**config.mk**
```make
export PLATFORM = sky130hd
export DESIGN_NAME = rle_sprite_row_decoder_flat
export DESIGN_NICKNAME = d
export VERILOG_FILES = /design/src/rtl/core/rsd_pkg.sv /design/src/rtl/core/rsd_in_if.sv /design/src/rtl/core/rsd_out_if.sv /design/src/rtl/core/rsd_step.sv /design/src/rtl/core/rle_sprite_row_decoder.sv /design/src/flat_wrapper.sv
export SDC_FILE = /design/constraint.sdc
export NUM_CORES = 1
export LEC_CHECK = 0
export BUFFER_PORTS_ARGS = -buffer_cell sky130_fd_sc_hd__buf_2
export CORE_MARGIN = 2
export CORE_UTILIZATION = 35
export DETAILED_ROUTE_END_ITERATION = 7
export PLACE_DENSITY = 0.61
export RECOVER_POWER = 100
export SYNTH_ARGS = -nofsm -noshare
export SYNTH_HDL_FRONTEND = slang
export SYNTH_SLANG_ARGS = --single-unit
```
**constraint.sdc**
```tcl
create_clock -name clk_i -period 7.75 [get_ports clk_i]
set_input_delay 0.3875 -clock clk_i [delete_from_list [all_inputs] [get_ports clk_i]]
set_output_delay 0.3875 -clock clk_i [all_outputs]
set_load 0.01 [all_outputs]
```
**src/rtl/core/rsd_pkg.sv**
```systemverilog
// Shared types and constants for the run-length sprite row decoder.
// No dependencies; used by rsd_step, the top level and the testbench.
package rsd_pkg;

  localparam logic [15:0] OP_FILL = 16'h00C0;
  localparam logic [15:0] OP_LIT1 = 16'h00C1;
  localparam logic [15:0] OP_LIT2 = 16'h00C2;
  localparam logic [15:0] OP_LIT3 = 16'h00C3;

  localparam int unsigned HEIGHT_W = 11;
  localparam int unsigned ROW_W    = 10;
  localparam int unsigned COL_W    = 11;
  localparam int unsigned WORD_W   = 16;
  localparam int unsigned CMP_W    = 13;

  typedef enum logic [2:0] {
    PH_LEN,
    PH_OPCODE,
    PH_FILL_COUNT,
    PH_LIT_COUNT,
    PH_LITERAL,
    PH_SKIP
  } phase_e;

  typedef enum logic [1:0] {
    KIND_FILL    = 2'd0,
    KIND_PIXEL   = 2'd1,
    KIND_ROW_END = 2'd2,
    KIND_BAD     = 2'd3
  } kind_e;

  typedef struct packed {
    phase_e              phase;
    logic [WORD_W-1:0]   body_left;
    logic [WORD_W-1:0]   run_left;
    logic [COL_W-1:0]    column;
    logic [ROW_W-1:0]    row;
  } state_t;

  typedef struct packed {
    kind_e         kind;
    logic [9:0]    row;
    logic [9:0]    column;
    logic [10:0]   run_length;
    logic [15:0]   pixel_value;
    logic          last_of_image;
  } result_t;

endpackage

```
**src/rtl/core/rsd_in_if.sv**
```systemverilog
// Valid/ready channel carrying one compressed stream word per beat.
// Depends on nothing.
interface rsd_in_if;
  logic        valid;
  logic        ready;
  logic [15:0] src_word;

  modport source (output valid, output src_word, input ready);
  modport sink (input valid, input src_word, output ready);
endinterface

```
**src/rtl/core/rsd_out_if.sv**
```systemverilog
// Valid/ready channel carrying one decoded result per beat.
// Depends on nothing.
interface rsd_out_if;
  logic        valid;
  logic        ready;
  logic [1:0]  kind;
  logic [9:0]  row;
  logic [9:0]  column;
  logic [10:0] run_length;
  logic [15:0] pixel_value;
  logic        last_of_image;

  modport source (
    output valid, output kind, output row, output column,
    output run_length, output pixel_value, output last_of_image,
    input ready
  );
  modport sink (
    input valid, input kind, input row, input column,
    input run_length, input pixel_value, input last_of_image,
    output ready
  );
endinterface

```
**src/rtl/core/rsd_step.sv**
```systemverilog
// Decode logic for one stream word: next state and optional result.
// Depends on rsd_pkg.
module rsd_step #(
  parameter int unsigned MAX_WIDTH  = 1024,
  parameter int unsigned MAX_HEIGHT = 1024
) (
  input  rsd_pkg::state_t       state_i,
  input  logic [15:0]           word_i,
  input  logic [10:0]           height_i,
  output rsd_pkg::state_t       state_o,
  output logic                  emit_o,
  output rsd_pkg::result_t      result_o
);
  import rsd_pkg::*;

  localparam logic [CMP_W-1:0]  MaxH = CMP_W'(MAX_HEIGHT);
  localparam logic [WORD_W:0]   MaxW = (WORD_W + 1)'(MAX_WIDTH);

  logic [CMP_W-1:0]  eff_h;
  logic [CMP_W-1:0]  row_inc;
  logic              last_row;
  logic [WORD_W:0]   col_sum;
  logic [WORD_W-1:0] left;
  logic              is_op;

  always_comb begin
    eff_h    = ({2'b00, height_i} < MaxH) ? {2'b00, height_i} : MaxH;
    row_inc  = CMP_W'(state_i.row) + CMP_W'(1);
    last_row = (row_inc >= eff_h);
    col_sum  = (WORD_W + 1)'(state_i.column) + (WORD_W + 1)'(word_i);
    left     = state_i.body_left;
    is_op    = word_i inside {OP_FILL, OP_LIT1, OP_LIT2, OP_LIT3};
  end

  always_comb begin
    state_o = state_i;
    emit_o  = 1'b0;
    result_o.kind          = KIND_BAD;
    result_o.row           = state_i.row;
    result_o.column        = state_i.column[9:0];
    result_o.run_length    = '0;
    result_o.pixel_value   = word_i;
    result_o.last_of_image = 1'b0;

    if (eff_h == '0) begin
      emit_o = 1'b1;
    end else if (state_i.phase == PH_LEN && word_i != '0) begin
      state_o.body_left = word_i;
      state_o.column    = '0;
      state_o.phase     = PH_OPCODE;
    end else if (state_i.phase == PH_LEN || left <= WORD_W'(1)) begin
      // row end: zero length word or padding word
      emit_o                 = 1'b1;
      result_o.kind          = KIND_ROW_END;
      result_o.column        = '0;
      result_o.pixel_value   = '0;
      result_o.last_of_image = last_row;
      state_o.row       = last_row ? '0 : row_inc[ROW_W-1:0];
      state_o.column    = '0;
      state_o.run_left  = '0;
      state_o.body_left = '0;
      state_o.phase     = PH_LEN;
    end else begin
      state_o.body_left = left - WORD_W'(1);
      case (state_i.phase)
        PH_OPCODE: begin
          if (!is_op) begin
            emit_o = 1'b1;
          end else if (left <= WORD_W'(2)) begin
            emit_o        = 1'b1;
            state_o.phase = PH_SKIP;
          end else begin
            state_o.phase = (word_i == OP_FILL) ? PH_FILL_COUNT : PH_LIT_COUNT;
          end
        end
        PH_FILL_COUNT: begin
          if (col_sum > MaxW) begin
            emit_o        = 1'b1;
            state_o.phase = PH_SKIP;
          end else begin
            state_o.phase = PH_OPCODE;
            if (word_i != '0) begin
              emit_o               = 1'b1;
              result_o.kind        = KIND_FILL;
              result_o.run_length  = word_i[10:0];
              result_o.pixel_value = '0;
              state_o.column       = col_sum[COL_W-1:0];
            end
          end
        end
        PH_LIT_COUNT: begin
          if (word_i > (left - WORD_W'(2)) || col_sum > MaxW) begin
            emit_o        = 1'b1;
            state_o.phase = PH_SKIP;
          end else if (word_i == '0) begin
            state_o.phase = PH_OPCODE;
          end else begin
            state_o.run_left = word_i;
            state_o.phase    = PH_LITERAL;
          end
        end
        PH_LITERAL: begin
          emit_o              = 1'b1;
          result_o.kind       = KIND_PIXEL;
          result_o.run_length = 11'd1;
          state_o.column      = state_i.column + COL_W'(1);
          state_o.run_left    = state_i.run_left - WORD_W'(1);
          if (state_i.run_left == WORD_W'(1)) begin
            state_o.phase = PH_OPCODE;
          end
        end
        default: begin
          state_o.phase = PH_SKIP;
        end
      endcase
    end
  end

endmodule

```
**src/rtl/core/rle_sprite_row_decoder.sv**
```systemverilog
// Run-length sprite row decoder, top level. Depends on rsd_pkg, rsd_in_if,
// rsd_out_if and rsd_step.
// Each result is registered. Throughput: one word per cycle while the result
// register is empty or its result is taken; the result register takes a new
// result in the cycle its current one is taken. Async active-low reset clears
// the decode state, the height register and the result valid.
module rle_sprite_row_decoder #(
  parameter int unsigned MAX_WIDTH  = 1024,
  parameter int unsigned MAX_HEIGHT = 1024
) (
  input  logic        clk_i,
  input  logic        rst_ni,
  input  logic        cfg_we_i,
  input  logic [10:0] cfg_wdata_i,
  rsd_in_if.sink      src_i,
  rsd_out_if.source   res_o
);
  import rsd_pkg::*;

  state_t             state_q, state_d;
  logic [HEIGHT_W-1:0] height_q;
  result_t            res_q, res_d;
  logic               valid_q;
  logic               emit;
  logic               accept;

  rsd_step #(
    .MAX_WIDTH (MAX_WIDTH),
    .MAX_HEIGHT(MAX_HEIGHT)
  ) u_step (
    .state_i (state_q),
    .word_i  (src_i.src_word),
    .height_i(height_q),
    .state_o (state_d),
    .emit_o  (emit),
    .result_o(res_d)
  );

  assign src_i.ready = !valid_q || res_o.ready;
  assign accept      = src_i.valid && src_i.ready;

  always_ff @(posedge clk_i or negedge rst_ni) begin
    if (!rst_ni) begin
      state_q  <= '{phase: PH_LEN, default: '0};
      height_q <= '0;
      valid_q  <= 1'b0;
    end else begin
      if (cfg_we_i) begin
        height_q <= cfg_wdata_i;
      end
      if (accept) begin
        state_q <= state_d;
        valid_q <= emit;
      end else if (res_o.ready) begin
        valid_q <= 1'b0;
      end
    end
  end

  always_ff @(posedge clk_i) begin
    if (accept && emit) begin
      res_q <= res_d;
    end
  end

  assign res_o.valid         = valid_q;
  assign res_o.kind          = res_q.kind;
  assign res_o.row           = res_q.row;
  assign res_o.column        = res_q.column;
  assign res_o.run_length    = res_q.run_length;
  assign res_o.pixel_value   = res_q.pixel_value;
  assign res_o.last_of_image = res_q.last_of_image;

endmodule

```
**src/flat_wrapper.sv**
```systemverilog
// flat-port wrapper written by rule: the top's interface ports become plain ports
module rle_sprite_row_decoder_flat import rsd_pkg::*;
#(
  parameter int unsigned MAX_WIDTH  = 1024,
  parameter int unsigned MAX_HEIGHT = 1024
)
  (clk_i, rst_ni, cfg_we_i, cfg_wdata_i, src_i_valid, src_i_src_word, src_i_ready, res_o_valid, res_o_kind, res_o_row, res_o_column, res_o_run_length, res_o_pixel_value, res_o_last_of_image, res_o_ready);
  rsd_in_if src_i_i ();
  rsd_out_if res_o_i ();
  input  logic clk_i;
  input  logic rst_ni;
  input  logic cfg_we_i;
  input  logic [10:0] cfg_wdata_i;
  input wire logic [$bits(src_i_i.valid)-1:0] src_i_valid;
  input wire logic [$bits(src_i_i.src_word)-1:0] src_i_src_word;
  output wire logic [$bits(src_i_i.ready)-1:0] src_i_ready;
  output wire logic [$bits(res_o_i.valid)-1:0] res_o_valid;
  output wire logic [$bits(res_o_i.kind)-1:0] res_o_kind;
  output wire logic [$bits(res_o_i.row)-1:0] res_o_row;
  output wire logic [$bits(res_o_i.column)-1:0] res_o_column;
  output wire logic [$bits(res_o_i.run_length)-1:0] res_o_run_length;
  output wire logic [$bits(res_o_i.pixel_value)-1:0] res_o_pixel_value;
  output wire logic [$bits(res_o_i.last_of_image)-1:0] res_o_last_of_image;
  input wire logic [$bits(res_o_i.ready)-1:0] res_o_ready;
  assign src_i_i.valid = src_i_valid;
  assign src_i_i.src_word = src_i_src_word;
  assign src_i_ready = src_i_i.ready;
  assign res_o_valid = res_o_i.valid;
  assign res_o_kind = res_o_i.kind;
  assign res_o_row = res_o_i.row;
  assign res_o_column = res_o_i.column;
  assign res_o_run_length = res_o_i.run_length;
  assign res_o_pixel_value = res_o_i.pixel_value;
  assign res_o_last_of_image = res_o_i.last_of_image;
  assign res_o_i.ready = res_o_ready;
  rle_sprite_row_decoder #(.MAX_WIDTH(MAX_WIDTH), .MAX_HEIGHT(MAX_HEIGHT)) u_core (.clk_i(clk_i), .rst_ni(rst_ni), .cfg_we_i(cfg_we_i), .cfg_wdata_i(cfg_wdata_i), .src_i(src_i_i), .res_o(res_o_i));
endmodule
```
==> metrics.txt, run 1 <==
Clk pwr share 28.5%; #FFs+latches synth 118; maxcap violations 3; I/O Pins 84; Setup Crit Path Kind flip-flop to flip-flop; Reg2Reg Depth 14; CP arrival 6.10 ns; worst hold start cfg_wdata_i[10]; row cnt 55; CTS tree done; count leader, synth nand2_1; Sw Pwr 1.05 mW; async set-reset flop share out of synthesis 57.6%; vias in the first global route 6,861; initial DRC count 575; fin util 40.4%; Mapped Cells 886; minimum clock period 6.02 ns; overall routed net length 23,500 um; WP data required 7.83 ns; Post-Syn Nets 965; Final nets 1,031; largest area contributor in the netlist dfrtp_1; Slew Limit Fails 102; Antenna Nets Post-Route 0; Cell Area, Synth 8010 sq um; hold crit path type primary input to flip-flop; top post-synthesis cells by area dfrtp_1 (21%), edfxtp_1 (19%), ha_1 (7.2%); Max-Slew Margin vs Limit -161%; share of the synthesized area in the top cell type 21.3%; Tot Pwr 2.67 mW; IO Port Bufs 83; number of enable flip-flop cells after synthesis 50; Syn Area/Cell 9.04 sq um; hold path depth 3; vias after detailed routing 7,234; fmax 166 MHz; Syn. warnings 0; Post-synth top flop dfrtp_1; sequential share of the synthesized area 40.0%; Initial Util 35.5%; ANT cells 0; CTS Buffer Depth 2; post-DR wirelength/cell 18.8 um; share of cells above drive strength 1 9.64%; clock root cell clkbuf_16; CTS clk-pin slew, worst paths 0.06 ns; power per cell area 293 nW/um^2; initial antenna violation count 0; gr usage total 19.7%; R2R Path End u_core.res_o.pixel_value[13]; Sinks on Clock Net 118; period utilization 77.7%; Leak 3.49 nW; DIE AREA 24,100 sq um; RR Startpoint u_core.state_q[47]; cts hold-fix bufs 0; Vert. Die Dim 155 um; Placer Congestion 0.893; postcts setup bufs 0; clock buffer count from CTS 17; Crit Path Max Fanout 30; final worst setup slack 1.73 ns; Finish-stage setup viols 0; Min-Delay Endpoint u_core.height_q[10]; H-Tree Depth 4; layout overhead on the synthesized area 13.8%; Die Wd 155 um; hpwl dp 16,200 um; Gate power share 36.3%; Critical Path End Type flip-flop; DP Worst Slack 2.65 ns; Reg2Reg Setup Slack 1.73 ns; failing checks max-capacitance violations, max-slew violations; post-cts resize count 0; Skew-Pair Late Insertion Delay 0.43 ns; Worst Skew 0.00880 ns; RSZ-0062 raised after global routing false; post-route cell area 9110 sq um; Post-DP Area 8670 sq um; core area 22,600 sq um; DRT Pass-1 Iters 5; Fin. Hold Viols 0; internal cell power 1.63 mW; post-synth cell types 73; Overflow after GRT 0; Critical Path Start Type flip-flop; global-route wire length before repair 37,100 um; DRC 0; peak supply drop 0.000128 V; Fin Setup TNS 0 ns; Net Sw Frac 39.2%; sequential share of power 35.2%; Slew @ Worst Pin 3.92 ns; largest net degree at the start of global routing 69; Commonest cells post-synth nand2_1 (82), o21ai_0 (70), dfrtp_1 (68); outcome complete, but fails checks; Via density 5.79
==> kinds of logic after synthesis <==
kind of cell / synth area share (%)
AND/OR/NAND/NOR: 22.7
AO/OA/AOI/OAI: 21.1
flip-flops: 40.0
buffers and inverters: 4.11
adder cells (fa/ha/maj): 7.44
XOR/XNOR: 2.73
multiplexers: 1.92
==> sequential cells by signal (all words and copies together), names as in the netlist <==
register	flops
u_core.res_o.kind	2
u_core.res_o.run_length	11
u_core.res_o.pixel_value	16
u_core.res_o.valid	1
u_core.res_o.last_of_image	1
u_core.res_o.row	10
u_core.res_o.column	10
u_core.state_q	56
u_core.height_q	11
==> metal layers <==
| layer | up-vias | global-route usage, % | part of all wire [%] |
|---|---|---|---|
| met5 | - | 0 | 0 |
| met4 | 0 | 6.64 | 2.1 |
| met2 | 233 | 32.1 | 47 |
| met3 | 37 | 4.54 | 6.2 |
| li1 | 3462 | - | - |
| met1 | 3502 | 25.9 | 45 |
==> layout make-up <==
class                      instances  area (sq um)
tap                              285           357
multi-input combinational        686          4440
timing repair buffer              91           403
clock buffer                      19           443
inverter                          38           143
clock inverter                    13           124
fill                            2301         13500
sequential                       118          3200
==> placed cells by master (no fill, tap or decap), types with 7 or more instances in the layout <==
cell / synthesis / routed
clkbuf_1: 30 / 55
ha_1: 46 / 46
a21o_1: 11 / 11
o21ai_0: 70 / 72
a22oi_1: 10 / 10
and2_1: 43 / 10
xor2_1: 14 / 14
o32ai_1: 7 / 7
o2bb2ai_1: 8 / 8
inv_1: 37 / 37
or4_1: 10 / 10
or3_1: 9 / 9
a21oi_1: 55 / 55
edfxtp_1: 50 / 50
buf_2: 8 / 31
dfrtp_1: 68 / 68
nand3_1: 29 / 28
mux2_2: 11 / 11
nor2_1: 57 / 57
nand2_1: 82 / 82
nand4_1: 9 / 10
o211ai_1: 8 / 9
or2_2: 7 / 7
xnor2_1: 11 / 11
nor4_1: 26 / 26
a31oi_1: 11 / 11
and3_1: 10 / 10
nand2b_1: 10 / 10
and2_0: 1 / 34
nor3_1: 35 / 35
clkbuf_16: 0 / 17
nor2b_1: 10 / 10
==> worst max-delay path, stage by stage, from the launching register on <==
cell,delay (ns)
dfrtp_1,0.45
or4_1,0.62
nor4_2,0.58
nand2_1,0.14
xnor2_1,0.17
ha_1,0.29
nand2_1,0.05
nor3_1,0.19
o21ai_0,0.14
a31oi_1,0.16
o31a_1,0.44
and3_1,0.23
o21ai_0,0.08
a21oi_1,1.54
buf_4,0.57
==> worst max path at each step <==
stage	start	cells past startpoint	to	slack [ns]
after floorplan	u_core.state_q[45]	15	u_core.res_o.column[0]	1.63
after global placement	u_core.state_q[47]	14	u_core.res_o.pixel_value[8]	2.80
after detailed placement	u_core.state_q[47]	14	u_core.res_o.kind[0]	2.65
after CTS	u_core.state_q[47]	14	u_core.res_o.pixel_value[13]	2.63
after global routing	u_core.state_q[47]	14	u_core.res_o.pixel_value[13]	1.16
final	u_core.state_q[47]	14	u_core.res_o.pixel_value[13]	1.73
==> power by group through the flow <==
stage                     clock [mW]  combinational, mW  sequential, mW
after floorplan                    0              0.767           0.893
after global placement             0              0.959           0.941
after detailed placement           0              0.968           0.944
after CTS                      0.773              0.977           0.936
after global routing           0.803               1.09           0.960
final                          0.761              0.972           0.941
==> per-stage QoR <==
step | std cells | hold WS, ns
floorplan | 886 | 0.0919
CTS | 1250 | 0.181
global route | 1250 | 0.190
global placement | 1218 | 0.504
detailed placement | 1218 | 0.508
finish | 1250 | 0.183
(Power assumes the default switching activity.)
==> run 2: changes to the inputs <==
--- a/config.mk
+++ b/config.mk
@@ -5,11 +5,12 @@
 export SDC_FILE = /design/constraint.sdc
 export NUM_CORES = 1
 export LEC_CHECK = 0
+export ABC_AREA = 1
 export BUFFER_PORTS_ARGS = -buffer_cell sky130_fd_sc_hd__buf_2
 export CORE_MARGIN = 2
 export CORE_UTILIZATION = 35
 export DETAILED_ROUTE_END_ITERATION = 7
-export PLACE_DENSITY = 0.61
+export PLACE_DENSITY = 0.63
 export RECOVER_POWER = 100
 export SYNTH_ARGS = -nofsm -noshare
 export SYNTH_HDL_FRONTEND = slang
==> constraint.sdc (replaced) <==
create_clock -name clk_i -period 5.44 [get_ports clk_i]
set_input_delay 0.272 -clock clk_i [delete_from_list [all_inputs] [get_ports clk_i]]
set_output_delay 0.272 -clock clk_i [all_outputs]
set_load 0.01 [all_outputs]
==> metrics.txt, run 2 <==
xor/xnor share of the synthesized area 4.58%; crit path max-delay cell type o21bai_1; DR top layer met4; post-synthesis simple-gate area fraction 26.1%; I/O Pins 84; hold crit path type primary input to flip-flop; most common cell after layout, fill and taps aside nand2_1; CTS tree done; Setup Crit Path Kind flip-flop to flip-flop; sequential share of power 33.2%; Post-Syn Nets 1,068; core area 21,900 sq um; Clk pwr share 22.1%; Syn Area/Cell 7.92 sq um; largest net degree at the start of global routing 69; WP data required 5.74 ns; CTS Buffer Depth 2; complex-gate fraction of the synthesized area 11.9%; Vert. Die Dim 154 um; share of cells above drive strength 1 8.96%; clock buffer count from CTS 17; max reg flops 56; clock root cell clkbuf_16; Slew Limit Fails 69; CP arrival 4.55 ns; Slew @ Worst Pin 3.98 ns; Tot Pwr 4.87 mW; peak supply drop 0.000288 V; largest family of logic cells by synthesized area simple AND/OR/NAND/NOR gates; Worst path max stage delay 1.14 ns; power per cell area 546 nW/um^2; Post-synth top flop dfrtp_1; most frequent cells in the layout nand2_1 (224), inv_1 (123), nor2_1 (111); post-synth cell types 53; Reg2Reg Setup Slack 1.20 ns; Worst Skew 0.0130 ns; Final nets 1,148; Antenna Nets Post-Route 0; Crit Path Max Fanout 18; hpwl dp 15,900 um; Post-DP Area 8490 sq um; Leak 4.10 nW; post-cts resize count 0; Initial Util 35.8%; share of the synthesized area in the top cell type 21.7%; initial antenna violation count 0; Die Wd 154 um; Syn. warnings 0; vias after detailed routing 7,005; period utilization 78.0%; count leader, synth nand2_1; sequential share of the synthesized area 40.9%; overall routed net length 21,700 um; top post-synthesis cells by area dfrtp_1 (22%), edfxtp_1 (19%), nand2_1 (10%); global-route wire length before repair 35,100 um; fmax 236 MHz; CP startpoint u_core.state_q[38]; Via density 5.14; #FFs+latches synth 118; critical path endpoint u_core.state_q[22]; vias in the first global route 6,618; Reg2Reg Depth 18; maxcap violations 1; largest area contributor in the netlist dfrtp_1; async set-reset flop share out of synthesis 57.6%; minimum clock period 4.24 ns; CP bufs+invs 3; R2R Path End u_core.state_q[22]; ANT cells 0; Critical Path Start Type flip-flop; Net Sw Frac 44.6%; Cell Area, Synth 7830 sq um; Commonest cells post-synth nand2_1 (219), inv_1 (124), nor2_1 (110); Placer Congestion 0.918; DRT Pass-1 Iters 5; mux contribution to synthesized area 1.15%; outcome complete, but fails checks; layout overhead on the synthesized area 13.8%; internal cell power 2.70 mW; row cnt 54; final cell count without fillers 1,362; Overflow after GRT 0; post-DR wirelength/cell 15.9 um; initial DRC count 452; Fin Setup TNS 0 ns; Mapped Cells 989; H-Tree Depth 4; Synth Area in Adders 7.60%; RSZ-0062 raised after global routing false; Sw Pwr 2.17 mW; Detail Route met3 WL 1250 um; WP depth 18; number of enable flip-flop cells after synthesis 50; Sinks on Clock Net 118; postcts setup bufs 0; Skew-Pair Late Insertion Delay 0.43 ns; Max-Slew Margin vs Limit -165%; gr usage total 18.6%; Cell Chain, Critical Path inv_1, ha_1, inv_1, nor2_1, nand2_1, xor2_1, ha_1, nand2_1, inv_1, nand3_1, nor3_1, nand3_1, nand2_1, nand3_1, o21bai_1, nand2_4, nand2_1, nand2_1; DRC 0; Finish-stage setup viols 0; Top reg by flops u_core.state_q; post-route cell area 8920 sq um; CP top delay family simple AND/OR/NAND/NOR gates; Fin. Hold Viols 0; CTS clk-pin slew, worst paths 0.06 ns; Gate power share 44.7%; cts hold-fix bufs 0; failing checks max-capacitance violations, max-slew violations; Cells after DPL 1,330; metal2 WL 9550 um; IO Port Bufs 83; Critical Path Most Common Cell nand2_1; Critical Path End Type flip-flop; RR Startpoint u_core.state_q[38]; DIE AREA 23,600 sq um; WL met1 10,100 um
## run 2: worst reg2reg max path, cell delays in order (launching register included)
cell      delay, ns
dfrtp_1        0.42
inv_1          0.13
ha_1           0.23
inv_1          0.10
nor2_1         0.25
nand2_1        0.12
xor2_1         0.17
ha_1           0.30
nand2_1        0.06
inv_1          0.05
nand3_1        0.08
nor3_1         0.22
nand3_1        0.10
nand2_1        0.08
nand3_1        0.12
o21bai_1       1.14
nand2_4        0.34
nand2_1        0.16
nand2_1        0.06
## run 2: power groups by stage
| stage | Sequential [mW] | Combinational (mW) | Clock (mW) |
|---|---|---|---|
| after global placement | 1.62 | 2.19 | 0 |
| after global routing | 1.67 | 2.48 | 1.13 |
| after CTS | 1.61 | 2.24 | 1.09 |
| after detailed placement | 1.63 | 2.23 | 0 |
| after floorplan | 1.63 | 1.59 | 0 |
| final | 1.62 | 2.18 | 1.07 |
## run 2: worst min-delay path by stage
stage,startpoint,end,slack [ns],cells after the start
3_5_place_dp,u_core.state_q[9],u_core.res_o.row[9],0.45,0
4_1_cts,cfg_wdata_i[5],u_core.height_q[5],0.05,3
5_1_grt,cfg_wdata_i[7],u_core.height_q[7],0.07,2
2_1_floorplan,rst_ni,u_core.height_q[0],-0.02,0
3_3_place_gp,u_core.state_q[9],u_core.res_o.row[9],0.44,0
6_report,cfg_wdata_i[5],u_core.height_q[5],0.06,3
## run 2: final cells by class
class                           instances  area, sq um
Clock buffer                           17          425
Multi-Input combinational cell        718         3960
Inverter                              130          488
Timing Repair Buffer                   84          354
Sequential cell                       118         3200
Fill cell                            2275        13000
Clock inverter                         15          133
Tap cell                              280          350
## run 2: per-stage QoR
| stage | hold slack [ns] | util, % | setup slack (ns) |
|---|---|---|---|
| floorplan | -0.0236 | - | 1.71 |
| global placement | 0.436 | 38.8 | 1.63 |
| detailed placement | 0.453 | 38.8 | 1.51 |
| CTS | 0.0506 | 41.3 | 1.50 |
| global route | 0.0656 | 40.7 | 0.727 |
| finish | 0.0550 | 40.7 | 1.20 |
## run 2: cells by family after synthesis
family,Yosys count
XOR/XNOR,41
adder cells (fa/ha/maj),47
AND/OR/NAND/NOR,464
flip-flops,118
AO/OA/AOI/OAI,158
multiplexers,8
buffers and inverters,153
## run 2: per-layer routing
layer,vias to the layer above,global-route usage [%]
li1,3479,-
met2,232,28.8
met4,0,7.99
met3,56,3.78
met5,-,0
met1,3238,25.4
==> run 3: changes to the inputs <==
==> constraint.sdc (replaced) <==
create_clock -name clk_i -period 3.6 [get_ports clk_i]
set_input_delay 0.18 -clock clk_i [delete_from_list [all_inputs] [get_ports clk_i]]
set_output_delay 0.18 -clock clk_i [all_outputs]
set_load 0.01 [all_outputs]
==> metrics.txt, run 3 (synthesis results as in run 2) <==
period utilization 94.9%; Leak 4.31 nW; IO Port Bufs 83; Die Wd 154 um; Overflow after GRT 0; clock buffer count from CTS 17; layout overhead on the synthesized area 19.9%; CTS clk-pin slew, worst paths 0.06 ns; gr usage total 18.6%; Antenna Nets Post-Route 0; share of cells above drive strength 1 11.4%; Initial Util 35.8%; DIE AREA 23,600 sq um; minimum clock period 3.42 ns; post-DR wirelength/cell 15.7 um; vias in the first global route 6,768; Slew @ Worst Pin 1.90 ns; most frequent cells in the layout nand2_1 (221), inv_1 (122), nor2_1 (107); Max-Slew Margin vs Limit -26.7%; CTS Buffer Depth 2; Setup Crit Path Kind flip-flop to flip-flop; DRC 0; row cnt 54; I/O Pins 84; hpwl dp 16,200 um; CP arrival 3.56 ns; Critical Path End Type flip-flop; Final nets 1,183; outcome complete, but fails checks; fmax 293 MHz; hold crit path type primary input to flip-flop; peak supply drop 0.000365 V; failing checks max-capacitance violations, max-slew violations; final hold slack 0.104 ns; overall routed net length 22,000 um; core area 21,900 sq um; max reg flops 56; global-route wire length before repair 35,000 um; largest net degree at the start of global routing 40; CTS tree done; maxcap violations 1; most common cell after layout, fill and taps aside nand2_1; Sinks on Clock Net 118; Placer Congestion 0.926; Slew Limit Fails 34; Crit Path Max Fanout 19; Tot Pwr 7.91 mW; post-route cell area 9390 sq um; initial antenna violation count 0; Critical Path Start Type flip-flop; Skew-Pair Late Insertion Delay 0.43 ns; ANT cells 0; fin util 42.9%; clock root cell clkbuf_16; Fin Setup TNS 0 ns; Top reg by flops u_core.state_q; vias after detailed routing 7,138; Worst Skew 0.0110 ns; DRT Pass-1 Iters 5; Fin. Hold Viols 0; Finish-stage setup viols 0; H-Tree Depth 4; WP data required 3.74 ns; Post-DP Area 8650 sq um; initial DRC count 636; power per cell area 843 nW/um^2; Vert. Die Dim 154 um; Via density 5.11
[run 3: cell types whose count changed in the layout (fill, tap and decap cells not counted), moves of 3 or more]
cell,change
buf_4,+12
buf_6,+3
bufinv_16,+4
clkbuf_1,+7
clkinv_2,-4
dlygate4sd3_1,+12
inv_6,+3
nand2_1,-3
nand2_2,+3
nor2_1,-4
[run 3: final timing paths]
path                                    startpoint                           to  slack, ns  cells past startpoint
max in group asynchronous                   rst_ni           u_core.state_q[44]       0.98                      3
worst min-delay path                   res_o_ready           u_core.res_o.valid       0.10                      4
worst min register to register   u_core.state_q[9]          u_core.res_o.row[9]       0.45                      0
worst max-delay path            u_core.state_q[46]  u_core.res_o.pixel_value[3]       0.18                      9
worst max register to register  u_core.state_q[46]  u_core.res_o.pixel_value[3]       0.18                      9
min in group asynchronous                   rst_ni           u_core.state_q[24]       0.83                      2
[run 3: layout make-up]
| cell class | count | area, sq um |
|---|---|---|
| multi-input cells | 718 | 4040 |
| well taps | 280 | 350 |
| inverters | 130 | 492 |
| repair buffers | 119 | 644 |
| clock buffers | 17 | 425 |
| clock inverters | 15 | 239 |
| flip-flops and latches | 118 | 3200 |
| fillers | 2239 | 12500 |
[run 3: layer usage]
metal  track usage (%)  wire (um)  up-vias
met1              24.6       9950     3310
met2              30.3      10100      239
met4              6.16        483        0
li1                  -          -     3546
met5                 0          0        -
met3              4.09       1380       43
[run 3: power breakdown]
| part | total, mW | internal (mW) | switching [mW] |
|---|---|---|---|
| Combinational | 3.55 | 1.27 | 2.29 |
| Clock | 1.93 | 1.25 | 0.683 |
| Sequential | 2.43 | 2.01 | 0.423 |
[run 3: critical path, stage by stage, from the launching register on]
cell and delay (ns):
dfrtp_1 0.45, nor2_1 0.20, nand2_1 0.14, nor2_1 0.29
o211ai_1 0.25, nand2_1 0.34, clkbuf_2 0.51, nand2_4 0.20
nand2_1 0.62, nor2_1 0.10
[run 3: metrics by stage]
| stage | instances | setup slack, ns |
|---|---|---|
| after floorplan | 989 | 0.102 |
| after global placement | 1349 | 0.276 |
| after detailed placement | 1349 | 0.174 |
| after CTS | 1393 | 0.128 |
| after global routing | 1397 | -0.00807 |
| final | 1397 | 0.185 |
[run 3: what timing repair did]
item                                    in CTS  in global routing
endpoints found under the hold margin       42                  0
endpoints found under the setup margin       0                 50
setup buffers                                0                  1
resized for setup                            0                 11
hold buffers                                12                  0
